[src/rtl/jse_pkg.sv]
// Shared types, constants and helpers for the JSON string escaper.
`default_nettype none

package jse_pkg;

   // ASCII codes used by the escaper
   localparam logic [7:0] CH_BACKSLASH = 8'h5C;
   localparam logic [7:0] CH_QUOTE     = 8'h22;
   localparam logic [7:0] CH_BS        = 8'h08;
   localparam logic [7:0] CH_TAB       = 8'h09;
   localparam logic [7:0] CH_LF        = 8'h0A;
   localparam logic [7:0] CH_FF        = 8'h0C;
   localparam logic [7:0] CH_CR        = 8'h0D;
   localparam logic [7:0] CH_LOW_B     = 8'h62;
   localparam logic [7:0] CH_LOW_T     = 8'h74;
   localparam logic [7:0] CH_LOW_N     = 8'h6E;
   localparam logic [7:0] CH_LOW_F     = 8'h66;
   localparam logic [7:0] CH_LOW_R     = 8'h72;
   localparam logic [7:0] CH_LOW_U     = 8'h75;
   localparam logic [7:0] CH_DIGIT0    = 8'h30;
   localparam logic [7:0] CTRL_LIMIT   = 8'h20;

   localparam logic [7:0] HEX_DIGITS [16] = '{
      8'h30, 8'h31, 8'h32, 8'h33, 8'h34, 8'h35, 8'h36, 8'h37,
      8'h38, 8'h39, 8'h61, 8'h62, 8'h63, 8'h64, 8'h65, 8'h66
   };

   localparam int CountWidth = 16;
   localparam int StepWidth  = 3;

   // Escape lengths
   localparam logic [StepWidth-1:0] LEN_PASS    = 3'd1;
   localparam logic [StepWidth-1:0] LEN_SHORT   = 3'd2;
   localparam logic [StepWidth-1:0] LEN_UNICODE = 3'd6;

   // Positions inside a unicode escape
   localparam logic [StepWidth-1:0] STEP_LEAD = 3'd0;
   localparam logic [StepWidth-1:0] STEP_U    = 3'd1;
   localparam logic [StepWidth-1:0] STEP_Z0   = 3'd2;
   localparam logic [StepWidth-1:0] STEP_Z1   = 3'd3;
   localparam logic [StepWidth-1:0] STEP_HI   = 3'd4;
   localparam logic [StepWidth-1:0] STEP_LO   = 3'd5;

   typedef enum logic [1:0] {
      KIND_PASS,
      KIND_SHORT,
      KIND_UNICODE
   } kind_type;

   // Queue entry: kind plus the source byte (or escape letter for short escapes)
   typedef struct packed {
      kind_type   kind;
      logic [7:0] data;
   } entry_type;

   // Front-end status exported for checking
   typedef struct packed {
      logic                  push;
      logic [CountWidth-1:0] count;
      logic [CountWidth-1:0] limit;
   } front_status_type;

   // Queue status
   typedef struct packed {
      logic empty;
      logic full;
   } queue_status_type;

   function automatic entry_type classify(input logic [7:0] c);
      entry_type e;
      e.data = c;
      e.kind = KIND_PASS;
      unique case (c)
         CH_BACKSLASH: e.kind = KIND_SHORT;
         CH_QUOTE:     e.kind = KIND_SHORT;
         CH_BS:  begin e.kind = KIND_SHORT; e.data = CH_LOW_B; end
         CH_TAB: begin e.kind = KIND_SHORT; e.data = CH_LOW_T; end
         CH_LF:  begin e.kind = KIND_SHORT; e.data = CH_LOW_N; end
         CH_FF:  begin e.kind = KIND_SHORT; e.data = CH_LOW_F; end
         CH_CR:  begin e.kind = KIND_SHORT; e.data = CH_LOW_R; end
         default: begin
            if (c < CTRL_LIMIT) begin
               e.kind = KIND_UNICODE;
            end
         end
      endcase
      return e;
   endfunction

   function automatic logic [StepWidth-1:0] esc_len(input kind_type k);
      logic [StepWidth-1:0] n;
      unique case (k)
         KIND_SHORT:   n = LEN_SHORT;
         KIND_UNICODE: n = LEN_UNICODE;
         default:      n = LEN_PASS;
      endcase
      return n;
   endfunction

endpackage

`default_nettype wire

[src/rtl/jse_front.sv]
// Front end: takes input beats, classifies them and applies the output limit.
`default_nettype none

module jse_front (
   input  wire logic                           clock,
   input  wire logic                           reset,
   input  wire logic                           req_valid,
   output logic                                req_ready,
   input  wire logic [7:0]                     req_char_byte,
   input  wire logic                           req_first_of_string,
   input  wire logic                           csr_wr_en,
   input  wire logic [jse_pkg::CountWidth-1:0] csr_wr_data,
   input  wire logic                           q_full,
   output jse_pkg::entry_type                  push_entry,
   output jse_pkg::front_status_type           status
);
   import jse_pkg::*;

   logic [CountWidth-1:0] count_ff, count_in;
   logic [CountWidth-1:0] limit_ff, limit_in;
   logic                  stopped_ff, stopped_in;

   logic [CountWidth-1:0] eff_count;
   logic                  eff_stop;
   logic [StepWidth-1:0]  len;
   logic [CountWidth:0]   sum;
   logic                  fits;
   logic                  accept;

   always_comb begin
      push_entry = classify(req_char_byte);
      len        = esc_len(push_entry.kind);
      eff_count  = req_first_of_string ? '0 : count_ff;
      eff_stop   = req_first_of_string ? 1'b0 : stopped_ff;
      sum        = {1'b0, eff_count} + (CountWidth+1)'(len);
      // a byte at or past the limit also fails here, since len >= 1
      fits       = !eff_stop && (sum <= {1'b0, limit_ff});
      accept     = req_valid && req_ready;

      count_in   = count_ff;
      stopped_in = stopped_ff;
      if (accept) begin
         if (fits) begin
            count_in   = sum[CountWidth-1:0];
            stopped_in = 1'b0;
         end else begin
            count_in   = eff_count;
            stopped_in = 1'b1;
         end
      end
      limit_in = csr_wr_en ? csr_wr_data : limit_ff;
   end

   assign req_ready    = !q_full;
   assign status.push  = accept && fits;
   assign status.count = count_ff;
   assign status.limit = limit_ff;

   always_ff @(posedge clock) begin
      if (reset) begin
         count_ff   <= '0;
         stopped_ff <= 1'b0;
         limit_ff   <= CountWidth'(255);
      end else begin
         count_ff   <= count_in;
         stopped_ff <= stopped_in;
         limit_ff   <= limit_in;
      end
   end

endmodule

`default_nettype wire

[src/rtl/jse_queue.sv]
// Small FIFO of classified entries between front and back end.
`default_nettype none

module jse_queue #(
   parameter int Depth = 4
) (
   input  wire logic                 clock,
   input  wire logic                 reset,
   input  wire logic                 push,
   input  jse_pkg::entry_type        push_entry,
   input  wire logic                 pop,
   output jse_pkg::entry_type        head,
   output jse_pkg::queue_status_type status
);
   import jse_pkg::*;

   localparam int PtrWidth = (Depth > 1) ? $clog2(Depth) : 1;
   localparam int LvlWidth = $clog2(Depth + 1);
   localparam logic [PtrWidth-1:0] LastPtr = PtrWidth'(Depth - 1);

   entry_type             slots [Depth];
   logic [PtrWidth-1:0]   wr_ptr_ff, wr_ptr_in;
   logic [PtrWidth-1:0]   rd_ptr_ff, rd_ptr_in;
   logic [LvlWidth-1:0]   level_ff, level_in;
   logic                  do_push, do_pop;

   always_comb begin
      status.empty = (level_ff == '0);
      status.full  = (level_ff == LvlWidth'(Depth));
      do_push      = push && !status.full;
      do_pop       = pop && !status.empty;
      wr_ptr_in    = wr_ptr_ff;
      rd_ptr_in    = rd_ptr_ff;
      if (do_push) begin
         wr_ptr_in = (wr_ptr_ff == LastPtr) ? '0 : wr_ptr_ff + 1'b1;
      end
      if (do_pop) begin
         rd_ptr_in = (rd_ptr_ff == LastPtr) ? '0 : rd_ptr_ff + 1'b1;
      end
      level_in = level_ff;
      if (do_push && !do_pop) begin
         level_in = level_ff + 1'b1;
      end else if (do_pop && !do_push) begin
         level_in = level_ff - 1'b1;
      end
   end

   assign head = slots[rd_ptr_ff];

   always_ff @(posedge clock) begin
      if (do_push) begin
         slots[wr_ptr_ff] <= push_entry;
      end
   end

   always_ff @(posedge clock) begin
      if (reset) begin
         wr_ptr_ff <= '0;
         rd_ptr_ff <= '0;
         level_ff  <= '0;
      end else begin
         wr_ptr_ff <= wr_ptr_in;
         rd_ptr_ff <= rd_ptr_in;
         level_ff  <= level_in;
      end
   end

endmodule

`default_nettype wire

[src/rtl/jse_back.sv]
// Back end: expands one queue entry into its escaped bytes, one beat a cycle while rsp_ready allows.
`default_nettype none

module jse_back (
   input  wire logic           clock,
   input  wire logic           reset,
   input  jse_pkg::entry_type  head,
   input  wire logic           head_valid,
   output logic                pop,
   output logic                rsp_valid,
   input  wire logic           rsp_ready,
   output logic [7:0]          rsp_out_byte,
   output logic                rsp_last_of_run
);
   import jse_pkg::*;

   logic [StepWidth-1:0] step_ff, step_in;
   logic                 valid_ff, valid_in;
   logic [7:0]           byte_ff, byte_in;
   logic                 last_ff, last_in;
   logic                 load;

   always_comb begin
      load    = head_valid && (!valid_ff || rsp_ready);
      last_in = (step_ff == esc_len(head.kind) - 1'b1);
      unique case (head.kind)
         KIND_SHORT: byte_in = (step_ff == STEP_LEAD) ? CH_BACKSLASH : head.data;
         KIND_UNICODE: begin
            unique case (step_ff)
               STEP_LEAD: byte_in = CH_BACKSLASH;
               STEP_U:    byte_in = CH_LOW_U;
               STEP_Z0:   byte_in = CH_DIGIT0;
               STEP_Z1:   byte_in = CH_DIGIT0;
               STEP_HI:   byte_in = HEX_DIGITS[head.data[7:4]];
               STEP_LO:   byte_in = HEX_DIGITS[head.data[3:0]];
               default:   byte_in = CH_DIGIT0;
            endcase
         end
         default: byte_in = head.data;
      endcase

      pop      = load && last_in;
      step_in  = step_ff;
      valid_in = valid_ff;
      if (load) begin
         step_in  = last_in ? '0 : step_ff + 1'b1;
         valid_in = 1'b1;
      end else if (rsp_ready) begin
         valid_in = 1'b0;
      end
   end

   always_ff @(posedge clock) begin
      if (reset) begin
         step_ff  <= '0;
         valid_ff <= 1'b0;
      end else begin
         step_ff  <= step_in;
         valid_ff <= valid_in;
      end
   end

   always_ff @(posedge clock) begin
      if (load) begin
         byte_ff <= byte_in;
         last_ff <= last_in;
      end
   end

   assign rsp_valid       = valid_ff;
   assign rsp_out_byte    = byte_ff;
   assign rsp_last_of_run = last_ff;

endmodule

`default_nettype wire

[src/rtl/json_string_escaper.sv]
// JSON string escaper top level: front end, entry queue and output serializer.
//
// Bytes of a string come in on the req_ channel and leave JSON-escaped on the
// rsp_ channel. Backslash and double quote gain a backslash; backspace, tab,
// newline, form feed and carriage return become two-byte escapes; other bytes
// below 0x20 become \u00xx with lower-case hex; all else passes through. Each
// input beat yields one to six output beats, the last flagged by
// rsp_last_of_run, or none once the string is cut off. A string is cut off
// when the emitted count reaches the limit in csr_wr_data, or when a whole
// escape would not fit; req_first_of_string starts a new string and clears
// the count and cut-off. The limit resets to 255 and should be written only
// while the block is idle. Rate: plain text streams at one beat per cycle
// while rsp_ready stays high, since the serializer emits one byte per cycle;
// a short or unicode escape holds the output until all its bytes are out. The
// front end keeps taking input during that time until the QueueDepth-entry
// queue fills, then req_ready drops.
`default_nettype none

module json_string_escaper #(
   parameter int QueueDepth = 4
) (
   input  wire logic        clock,
   input  wire logic        reset,
   input  wire logic        req_valid,
   output logic             req_ready,
   input  wire logic [7:0]  req_char_byte,
   input  wire logic        req_first_of_string,
   output logic             rsp_valid,
   input  wire logic        rsp_ready,
   output logic [7:0]       rsp_out_byte,
   output logic             rsp_last_of_run,
   input  wire logic        csr_wr_en,
   input  wire logic [15:0] csr_wr_data
);
   import jse_pkg::*;

   entry_type        push_entry;
   entry_type        head;
   front_status_type front_status;
   queue_status_type q_status;
   logic             pop;

   // classify and apply the limit
   jse_front u_front (
      .clock               (clock),
      .reset               (reset),
      .req_valid           (req_valid),
      .req_ready           (req_ready),
      .req_char_byte       (req_char_byte),
      .req_first_of_string (req_first_of_string),
      .csr_wr_en           (csr_wr_en),
      .csr_wr_data         (csr_wr_data),
      .q_full              (q_status.full),
      .push_entry          (push_entry),
      .status              (front_status)
   );

   // decouples classification from serialization
   jse_queue #(
      .Depth (QueueDepth)
   ) u_queue (
      .clock      (clock),
      .reset      (reset),
      .push       (front_status.push),
      .push_entry (push_entry),
      .pop        (pop),
      .head       (head),
      .status     (q_status)
   );

   // one escaped byte per beat, registered output
   jse_back u_back (
      .clock           (clock),
      .reset           (reset),
      .head            (head),
      .head_valid      (!q_status.empty),
      .pop             (pop),
      .rsp_valid       (rsp_valid),
      .rsp_ready       (rsp_ready),
      .rsp_out_byte    (rsp_out_byte),
      .rsp_last_of_run (rsp_last_of_run)
   );

   // emitted count never passes the limit that was in force
   assert property (@(posedge clock) disable iff (reset)
      front_status.push |=> (front_status.count <= $past(front_status.limit)))
      else $error("output count exceeded limit");

   // a waiting entry reaches an empty output register next cycle
   assert property (@(posedge clock) disable iff (reset)
      (!q_status.empty && !rsp_valid) |=> rsp_valid)
      else $error("serializer failed to load waiting entry");

   // input is refused only while the queue is full
   assert property (@(posedge clock) disable iff (reset)
      (req_ready == !q_status.full) && !(q_status.full && q_status.empty))
      else $error("queue flow control inconsistent");

endmodule

`default_nettype wire
[config.mk]
export PLATFORM = sky130hd
export DESIGN_NAME = json_string_escaper
export DESIGN_NICKNAME = d
export VERILOG_FILES = /design/src/rtl/jse_pkg.sv /design/src/rtl/jse_front.sv /design/src/rtl/jse_queue.sv /design/src/rtl/jse_back.sv /design/src/rtl/json_string_escaper.sv
export SDC_FILE = /design/constraint.sdc
export NUM_CORES = 1
export LEC_CHECK = 0
export ABC_AREA = 1
export BUFFER_PORTS_ARGS = -buffer_cell sky130_fd_sc_hd__buf_4
export CAP_MARGIN = 20
export CORE_MARGIN = 1.5
export CORE_UTILIZATION = 54
export CTS_CLUSTER_DIAMETER = 50
export DETAILED_ROUTE_END_ITERATION = 16
export GPL_TIMING_DRIVEN = 0
export MAX_ROUTING_LAYER = met4
export PLACE_DENSITY = 0.76
export SYNTH_ARGS = -nofsm -noshare
export SYNTH_HDL_FRONTEND = slang
export SYNTH_SLANG_ARGS = --single-unit
[constraint.sdc]
create_clock -name clock -period 4.6 [get_ports clock]
set_input_delay 0.23 -clock clock [delete_from_list [all_inputs] [get_ports clock]]
set_output_delay 0.23 -clock clock [all_outputs]
set_load 0.01 [all_outputs]
==> results of run 1 <==
==> kinds of logic (layout without fill, tap and decap cells) <==
| kind of cell | after synthesis | count (layout) |
|---|---|---|
| simple gates | 255 | 255 |
| fa+ha+maj | 36 | 36 |
| buf+inv | 113 | 221 |
| xor+xnor | 13 | 13 |
| flops | 95 | 95 |
| compound gates | 119 | 119 |
==> layout by cell type (no fill, tap or decap), types with 3 or more instances in the layout <==
master and count:
inv_2 6, nor2_2 4, nand2_2 7, nor2_4 11
nand2_4 3, clkbuf_8 9, clkbuf_1 9, buf_2 5
xor2_1 3, nor3_1 4, nand4_1 3, buf_4 89
inv_4 3, ha_4 4, nand2_1 108, nand3_1 68
nand3b_1 3, xnor2_1 7, buf_6 6, o21ai_0 43
a21oi_1 51, ha_1 30, edfxtp_1 49, inv_6 5
o211ai_1 3, nor2_1 35, inv_1 83, dfxtp_1 46
==> timing repair <==
item                       4_1_cts  5_1_grt
buffers inserted                34       21
setup endpoints to repair       43       61
gates resized for setup         22       45
pin swaps                        7       20
==> critical path, delay by kind of cell <==
family	cells	cell delay, ns
AO/OA/AOI/OAI	7	0.77
buffers and inverters	7	0.43
adder cells (fa/ha/maj)	5	1.31
XOR/XNOR	1	0.18
AND/OR/NAND/NOR	15	1.87
==> power by group through the flow <==
stage                     Sequential [mW]  Combinational, mW  Clock, mW
after floorplan                      1.14              0.568          0
after global placement               1.12              0.819          0
after detailed placement             1.13              0.857          0
after CTS                            1.11              0.877      0.531
after global routing                 1.12               1.08      0.563
final                                1.10              0.961      0.529
==> metal layers <==
layer / vias to the layer above / wire length, um / global-route usage (%)
met5: - / 0 / -
met4: 0 / 282 / 10.6
met3: 29 / 766 / 3.17
met2: 191 / 6030 / 40.7
met1: 2192 / 5720 / 35.3
li1: 2310 / - / -
==> layout make-up <==
type | instances | area share [%]
Buffer | 19 | 1.59
Multi-Input combinational cell | 423 | 40.1
Clock inverter | 7 | 0.920
Clock buffer | 9 | 1.90
Timing Repair Buffer | 92 | 10.9
Tap cell | 129 | 2.47
Sequential cell | 95 | 36.6
Inverter | 94 | 5.54
==> metrics by stage <==
stage               hold WS (ns)  instance area (sq um)
finish                    0.0733                   6530
floorplan                  0.352                   5230
CTS                       0.0668                   6210
detailed placement         0.455                   5680
global route              0.0866                   6530
global placement           0.447                   5670
==> state kept, by name, indices dropped and copies added, names as in the netlist, 2 cells and up, named ones only <==
name                 cells
u_queue.level_ff         3
u_queue.wr_ptr_ff        2
u_queue.slots           40
u_front.count_ff        16
u_back.step_ff           3
u_back.rsp_out_byte      8
u_front.limit_ff        16
u_queue.rd_ptr_ff        2
==> worst max-delay path by stage <==
stage                                start                  end  cells after the start
after global placement    req_char_byte[7]  u_queue.slots[2][4]                     30
after CTS                 req_char_byte[7]  u_queue.level_ff[2]                     35
final                     req_char_byte[6]  u_queue.level_ff[2]                     35
after floorplan           req_char_byte[7]  u_queue.level_ff[2]                     34
after global routing      req_char_byte[3]  u_queue.level_ff[2]                     35
after detailed placement  req_char_byte[7]  u_queue.slots[2][4]                     30
==> results.cfg, run 1 <==
[outcome]
status = completed

[critical_path]
max_stage_delay_ns = 0.39
crit_top_cell = nor2_4
reg2reg_to = u_queue.level_ff[2]
crit_slowest_cell = fa_2
worstPathRequired_ns = 4.86
reg2reg_slack_ns = 0.46
cp-end-kind = flip-flop
start_kind = primary input
r2r_cells = 27
critPathArrivalTime_ns = 4.82
crit_type = in -> reg
regToRegStartpoint = u_front.count_ff[0]
path_max_fanout = 6

[clocking]
cts_root_buffer = clkbuf_8
clk_path_buf_depth = 2
cts.sinks = 95
clk_pin_slew_worst_paths_ns = 0.11
cts_tree = built
holdBufCountCts = 0
htree_levels = 3
clock_latency_ns = 0.37
cts_inserted_buffers = 9

[timing]
post-route-period-util_pct = 99.0
fin_crit_ns = 4.55
hold_viol_final = 0
rsz0062_at_grt = yes
tns_ns = 0
fmax_mhz = 220
worst_slew_pin_slew_ns = 0.537
finalSetupViolCount = 0
fin_ws_ns = 0.0476
maxSlewViolCount = 0
relSlewSlack_pct = 64.2
fin_skew_ns = 0.0162

[pwr]
combPwrFrac_pct = 37.0
p_switching_uw = 968
clkPwrFrac_pct = 20.4
p_per_area_nw_per_um2 = 398
leakage_nw = 2.92
power_mw = 2.60
power_frac_seq_pct = 42.6
p_sw_share_pct = 37.3
intPower_mw = 1.63
ir_worst_vdd_uv = 239

[drt]
drtIter0Drc = 331
viasPerCell = 5.44
drc = 0
drt_first_pass_iters = 8
vias = 4722
routedWlPerCell_um = 14.7
ant_nets = 0
wirelength_um = 12800

[synth]
synth_seq_cells = 95
synthMuxAreaShare_pct = 0
ys.flop_type = edfxtp_1
synth_common_cells = nand2_1, inv_1, nand3_1
yosys_warnings = 0
synthCells = 631
synth_fa_ha_area_share_pct = 8.94
yosysMostFrequentCell = nand2_1
yosysUniqueCellTypes = 43
async_flop_share_pct = 0
yosys.area.top_type = edfxtp_1
synth_top_family_by_area = simple AND/OR/NAND/NOR gates
synthTopCellsByArea = edfxtp_1, dfxtp_1, nand2_1
synth_top_area_share_pct = 28.3
ys_seq_area_share_pct = 46.0
synth_fp_nets = 697
avgSynthCellArea_sq_um = 8.25
synth_edf_count = 49
syn_area_sq_um = 5200
synth-compound-area-share_pct = 12.5
synth-simple-area-share_pct = 21.6
yosys.area_share.xor_xnor_pct = 2.19

[place]
place_ws_ns = -0.862
hpwlAfterDp_um = 8340
gp_congestion = 0.953
dpl.cell_count = 799
io_buffers = 38

[min_path]
holdPathEnd = u_front.limit_ff[7]
min_path_type = in -> reg
hold_start = csr_wr_data[7]
holdPathStages = 3

[die]
io_pins = 41
initial_utilization_pct = 56.1
core.rowCount = 35
die_w_um = 101
fp.dieH_um = 101
coreArea_sq_um = 9280
dieArea_sq_um = 10200

[cells_and_area]
regArea_sq_um = 2390
synthToLayoutAreaGrowth_pct = 25.4
fillCellCount = 734
final_nets = 800
antenna_cells = 0
fin_util_pct = 70.3
drive_gt1_share_pct = 23.5
multi_input_area_sq_um = 2620
stdcell_count = 868

[global_route]
grtUsageTotal_pct = 26.3
grt_pass1_vias = 4333
grt-ovfl-total = 0
antenna_found_initial = 0
grt_pass1_wl_um = 20400
grt_max_degree = 19

[flow_run]
maxCapViolCount = 0
Power figures use the tool's default switching activity.
==> inputs of run 2 (changes only) <==
- CORE_UTILIZATION: 54 -> 55
- PLACE_DENSITY: 0.76 -> 0.77
- SYNTH_HIERARCHICAL: not set -> 1
==> results.cfg, run 2 <==
[place]
io_buffers = 40
placed_cell_area_sq_um = 6010
dpl.cell_count = 860
hpwlAfterDp_um = 8940
gp_congestion = 0.927
place_ws_ns = -0.823

[synth]
synth_fa_ha_area_share_pct = 8.53
synth_top_area_share_pct = 27.0
yosys.area_share.xor_xnor_pct = 2.73
ys_seq_area_share_pct = 43.9
synthTopCellsByArea = edfxtp_1, dfxtp_1, nand2_1
async_flop_share_pct = 0
avgSynthCellArea_sq_um = 7.94
synth_common_cells = nand2_1, inv_1, nor2_1
ys.flop_type = edfxtp_1
synth_top_family_by_area = simple AND/OR/NAND/NOR gates
yosysUniqueCellTypes = 39
synthCells = 687
synth_edf_count = 49
synth-simple-area-share_pct = 24.1
syn_area_sq_um = 5460
yosys.area.top_type = edfxtp_1
yosysMostFrequentCell = nand2_1
yosys_warnings = 6
synth_seq_cells = 95
synth_fp_nets = 753
synthMuxAreaShare_pct = 0
synth-compound-area-share_pct = 10.4

[global_route]
grtUsageTotal_pct = 24.8
grt-ovfl-total = 0
grt_pass1_vias = 4393
grt_pass1_wl_um = 19400
grt_max_degree = 16
antenna_found_initial = 0

[clocking]
clk_path_buf_depth = 2
htree_levels = 3
cts_tree = built
clk_pin_slew_worst_paths_ns = 0.09
clock_latency_ns = 0.36
cts_root_buffer = clkbuf_8
cts.sinks = 95
cts_inserted_buffers = 9

[die]
die_w_um = 103
fp.dieH_um = 103
io_pins = 41
coreArea_sq_um = 9680
initial_utilization_pct = 56.3
core.rowCount = 36
dieArea_sq_um = 10500

[timing]
fin_ws_ns = 0.182
maxSlewViolCount = 0
fmax_mhz = 226
finalSetupViolCount = 0
hold_viol_final = 0
worst_slew_pin_slew_ns = 0.626
relSlewSlack_pct = 58.2
post-route-period-util_pct = 96.0
fin_crit_ns = 4.42
fin_skew_ns = 0.00875

[critical_path]
r2r_cells = 25
reg2reg_slack_ns = 0.48
worstPathRequired_ns = 4.60
max_stage_delay_ns = 0.46
regToRegStartpoint = u_front/count_ff[0]
path_max_fanout = 10
crit_slowest_cell = nor2_2
cp-end-kind = flip-flop
crit_type = in -> reg
start_kind = primary input
critPathLaunch = req_char_byte[7]
crit_top_cell = nor2_4
critPathArrivalTime_ns = 4.41
setup.worst_path.end = u_queue/slots[0][2]
reg2reg_to = u_queue/slots[0][2]

[drt]
drt_first_pass_iters = 6
routedWlPerCell_um = 13.6
viasPerCell = 5.22
wirelength_um = 12200
drtIter0Drc = 186
drc = 0
vias = 4680
ant_nets = 0

[min_path]
holdPathStages = 3
min_path_type = in -> reg
hold_start = csr_wr_data[0]

[pwr]
leakage_nw = 3.12
p_per_area_nw_per_um2 = 497
ir_worst_vdd_uv = 252

[flow_run]
maxCapViolCount = 0

[cells_and_area]
final_cell_area_sq_um = 6450
reg_top3 = u_queue/slots: 40 flops, u_front/count_ff: 16 flops, u_front/limit_ff: 16 flops
drive_gt1_share_pct = 19.5
final_cell_mix = nand2_1, inv_1, buf_4, nor2_1, edfxtp_1
synthToLayoutAreaGrowth_pct = 18.2
top_register = u_queue/slots
largest_reg_flops = 40
antenna_cells = 0
final_nets = 825
fin_util_pct = 66.6
stdcell_count = 896
final_common_cell = nand2_1

[outcome]
status = completed
==> run 2: layout make-up <==
| class | instances | area [sq um] |
|---|---|---|
| tap | 133 | 166 |
| timing repair buffer | 61 | 458 |
| fill | 808 | 3240 |
| inverter | 123 | 469 |
| buffer | 17 | 103 |
| clock buffer | 9 | 124 |
| multi-input combinational | 452 | 2700 |
| clock inverter | 6 | 38.8 |
| sequential | 95 | 2390 |
==> run 2: power by group <==
part | internal [mW] | switching [mW] | total (mW)
sequential | 1.10 | 0.0658 | 1.16
combinational | 0.555 | 1.01 | 1.56
clock | 0.190 | 0.287 | 0.478
==> run 2: worst min path at each step <==
| stage | end | slack [ns] |
|---|---|---|
| 2_1_floorplan | u_back/rsp_valid | 0.30 |
| 3_3_place_gp | u_front/limit_ff[0] | 0.44 |
| 3_5_place_dp | u_front/limit_ff[0] | 0.44 |
| 4_1_cts | u_front/limit_ff[0] | 0.06 |
| 5_1_grt | u_front/limit_ff[0] | 0.06 |
| 6_report | u_front/limit_ff[0] | 0.07 |
==> run 2: stage by stage <==
step	power [mW]	hold slack (ns)	TNS, ns
after floorplan	2.26	0.299	0
after global placement	2.65	0.440	-30.25
after detailed placement	2.70	0.442	-33.75
after CTS	3.18	0.0584	0
after global routing	3.47	0.0590	-1.54
final	3.20	0.0701	0
==> run 2: cells by family (layout without fill, tap and decap cells) <==
logic type               count (synthesis)  in the layout
buffers and inverters                  140            216
adder cells (fa/ha/maj)                 36             36
AND/OR/NAND/NOR                        299            299
XOR/XNOR                                17             17
AO/OA/AOI/OAI                          100            100
flip-flops                              95             95
==> run 2: metal layers <==
metal | global-route usage [%] | vias to the layer above | part of all wire (%)
met5 | - | - | 0
li1 | - | 2358 | -
met2 | 44.4 | 131 | 53
met3 | 3.73 | 29 | 4.3
met1 | 27.1 | 2162 | 40
met4 | 11.6 | 0 | 2.3
==> run 2: critical path, delay by kind of cell <==
family / cells / cell delay, ns
compound gates: 4 / 0.56
xor+xnor: 1 / 0.25
fa+ha+maj: 2 / 0.69
buf+inv: 6 / 0.57
simple gates: 19 / 2.11
==> run 2: repair_timing <==
action | 4_1_cts | 5_1_grt
pin swaps | 3 | 19
setup buffers | 3 | 18
endpoints found under the setup margin | 42 | 42
hold buffers | 0 | 0
resized for setup | 9 | 17
cloned | 0 | 0
==> inputs of run 3 (changes only) <==
- REMOVE_ABC_BUFFERS: not set -> 1
==> results.cfg, run 3 (same netlist as run 2, synthesis figures left out) <==
[critical_path]
start_kind = primary input
crit_type = in -> reg
crit_slowest_cell = fa_2
worst-path-buf-inv = 11
cp-end-kind = flip-flop
crit_top_cell = nand2_1
max_stage_delay_ns = 0.38
cpLargestDelayFamily = simple AND/OR/NAND/NOR gates
path_max_fanout = 6
critPathArrivalTime_ns = 4.78
critPathLaunch = req_char_byte[7]
worstPathRequired_ns = 4.88
reg2reg_slack_ns = 0.36
regToRegStartpoint = u_front/count_ff[0]

[clocking]
clock_latency_ns = 0.37
htree_levels = 3
holdBufCountCts = 0
clk_pin_slew_worst_paths_ns = 0.10
cts_inserted_buffers = 9
clk_path_buf_depth = 2
cts_tree = built
cts_root_buffer = clkbuf_8
cts.sinks = 95

[cells_and_area]
drive_gt1_share_pct = 20.1
final_common_cell = nand2_1
synthToLayoutAreaGrowth_pct = 18.7
fin_util_pct = 66.9
reg_top3 = u_queue/slots: 40 flops, u_front/count_ff: 16 flops, u_front/limit_ff: 16 flops
top_register = u_queue/slots
final_nets = 814
antenna_cells = 0
largest_reg_flops = 40
final_cell_mix = nand2_1, inv_1, nor2_1

[min_path]
hold_start = req_char_byte[7]
min_path_type = in -> reg

[die]
fp.dieH_um = 103
die_w_um = 103
coreArea_sq_um = 9680
dieArea_sq_um = 10500
initial_utilization_pct = 56.3
core.rowCount = 36
io_pins = 41

[pwr]
ir_worst_vdd_uv = 223
leakage_nw = 3.14
p_per_area_nw_per_um2 = 498

[outcome]
status = completed

[timing]
hold_viol_final = 0
hold_ws_ns = 0.0564
fin_crit_ns = 4.50
worst_slew_pin_slew_ns = 0.719
fmax_mhz = 222
finalSetupViolCount = 0
maxSlewViolCount = 0
rsz0062_at_grt = yes
relSlewSlack_pct = 52.0
post-route-period-util_pct = 97.8
fin_skew_ns = 0.00966

[global_route]
grt_pass1_wl_um = 18400
grt_pass1_vias = 4266
grtUsageTotal_pct = 23.1
antenna_found_initial = 0
grt-ovfl-total = 0
grt_max_degree = 24

[flow_run]
maxCapViolCount = 0

[place]
hpwlAfterDp_um = 7900
gp_congestion = 0.908
io_buffers = 40

[drt]
ant_nets = 0
drtIter0Drc = 197
wirelength_um = 12100
drc = 0
viasPerCell = 5.25
routedWlPerCell_um = 13.6
drt_first_pass_iters = 5
vias = 4653
[run 3: cell types whose count changed in the layout (fill, tap and decap cells not counted), sizes merged]
cell,previous run,this run
buf,70,67
clkbuf,17,9
clkinvlp,4,1
inv,122,126
[run 3: cell type report]
class	instances	area, sq um
Timing Repair Buffer	67	518
Clock inverter	7	62.6
Tap cell	133	166
Inverter	123	472
Multi-Input combinational cell	452	2740
Sequential cell	95	2390
Clock buffer	9	124
Fill cell	748	3210
[run 3: power by group]
group          leakage [nW]  internal [mW]  switching, mW
clock                0.0927          0.208          0.317
combinational          2.21          0.548          0.962
sequential            0.834           1.10         0.0898
[run 3: layer usage]
metal	GRT usage [%]	part of all wire, %	vias to the layer above
met2	40.5	52	149
li1	-	-	2337
met4	13.5	3.0	0
met1	25.1	40	2133
met3	3.05	5.0	34
met5	-	0	-
[run 3: stage by stage]
stage	setup TNS [ns]	instance area, sq um	instances	setup slack (ns)	power [mW]
floorplan	-19.19	5350	670	-0.619	2.20
global placement	-89.14	5820	843	-1.80	2.53
CTS	0	6200	873	0.00637	3.13
detailed placement	-92.35	5820	843	-1.87	2.58
finish	0	6470	886	0.101	3.22
global route	-0.251	6470	886	-0.147	3.49
[run 3: repair_timing]
item	4_1_cts	5_1_grt
endpoints found under the hold margin	0	0
pin swaps	10	34
endpoints found under the setup margin	62	43
gates resized for setup	27	44
buffers inserted	14	13
[run 3: worst register-to-register path: cells and delay by family, from the launching register on]
kind / cells / cell delay, ns
simple gates: 20 / 1.52
xor+xnor: 1 / 0.14
fa+ha+maj: 5 / 1.32
compound gates: 2 / 0.25
buf+inv: 9 / 0.56
flops: 1 / 0.35
[run 3: final timing paths]
check,end,depth (start not counted)
worst max-delay path,u_queue/level_ff[2],46
worst min-delay path,u_queue/slots[0][7],1
worst max register to register,u_queue/level_ff[2],37
worst min register to register,u_front/limit_ff[9],2
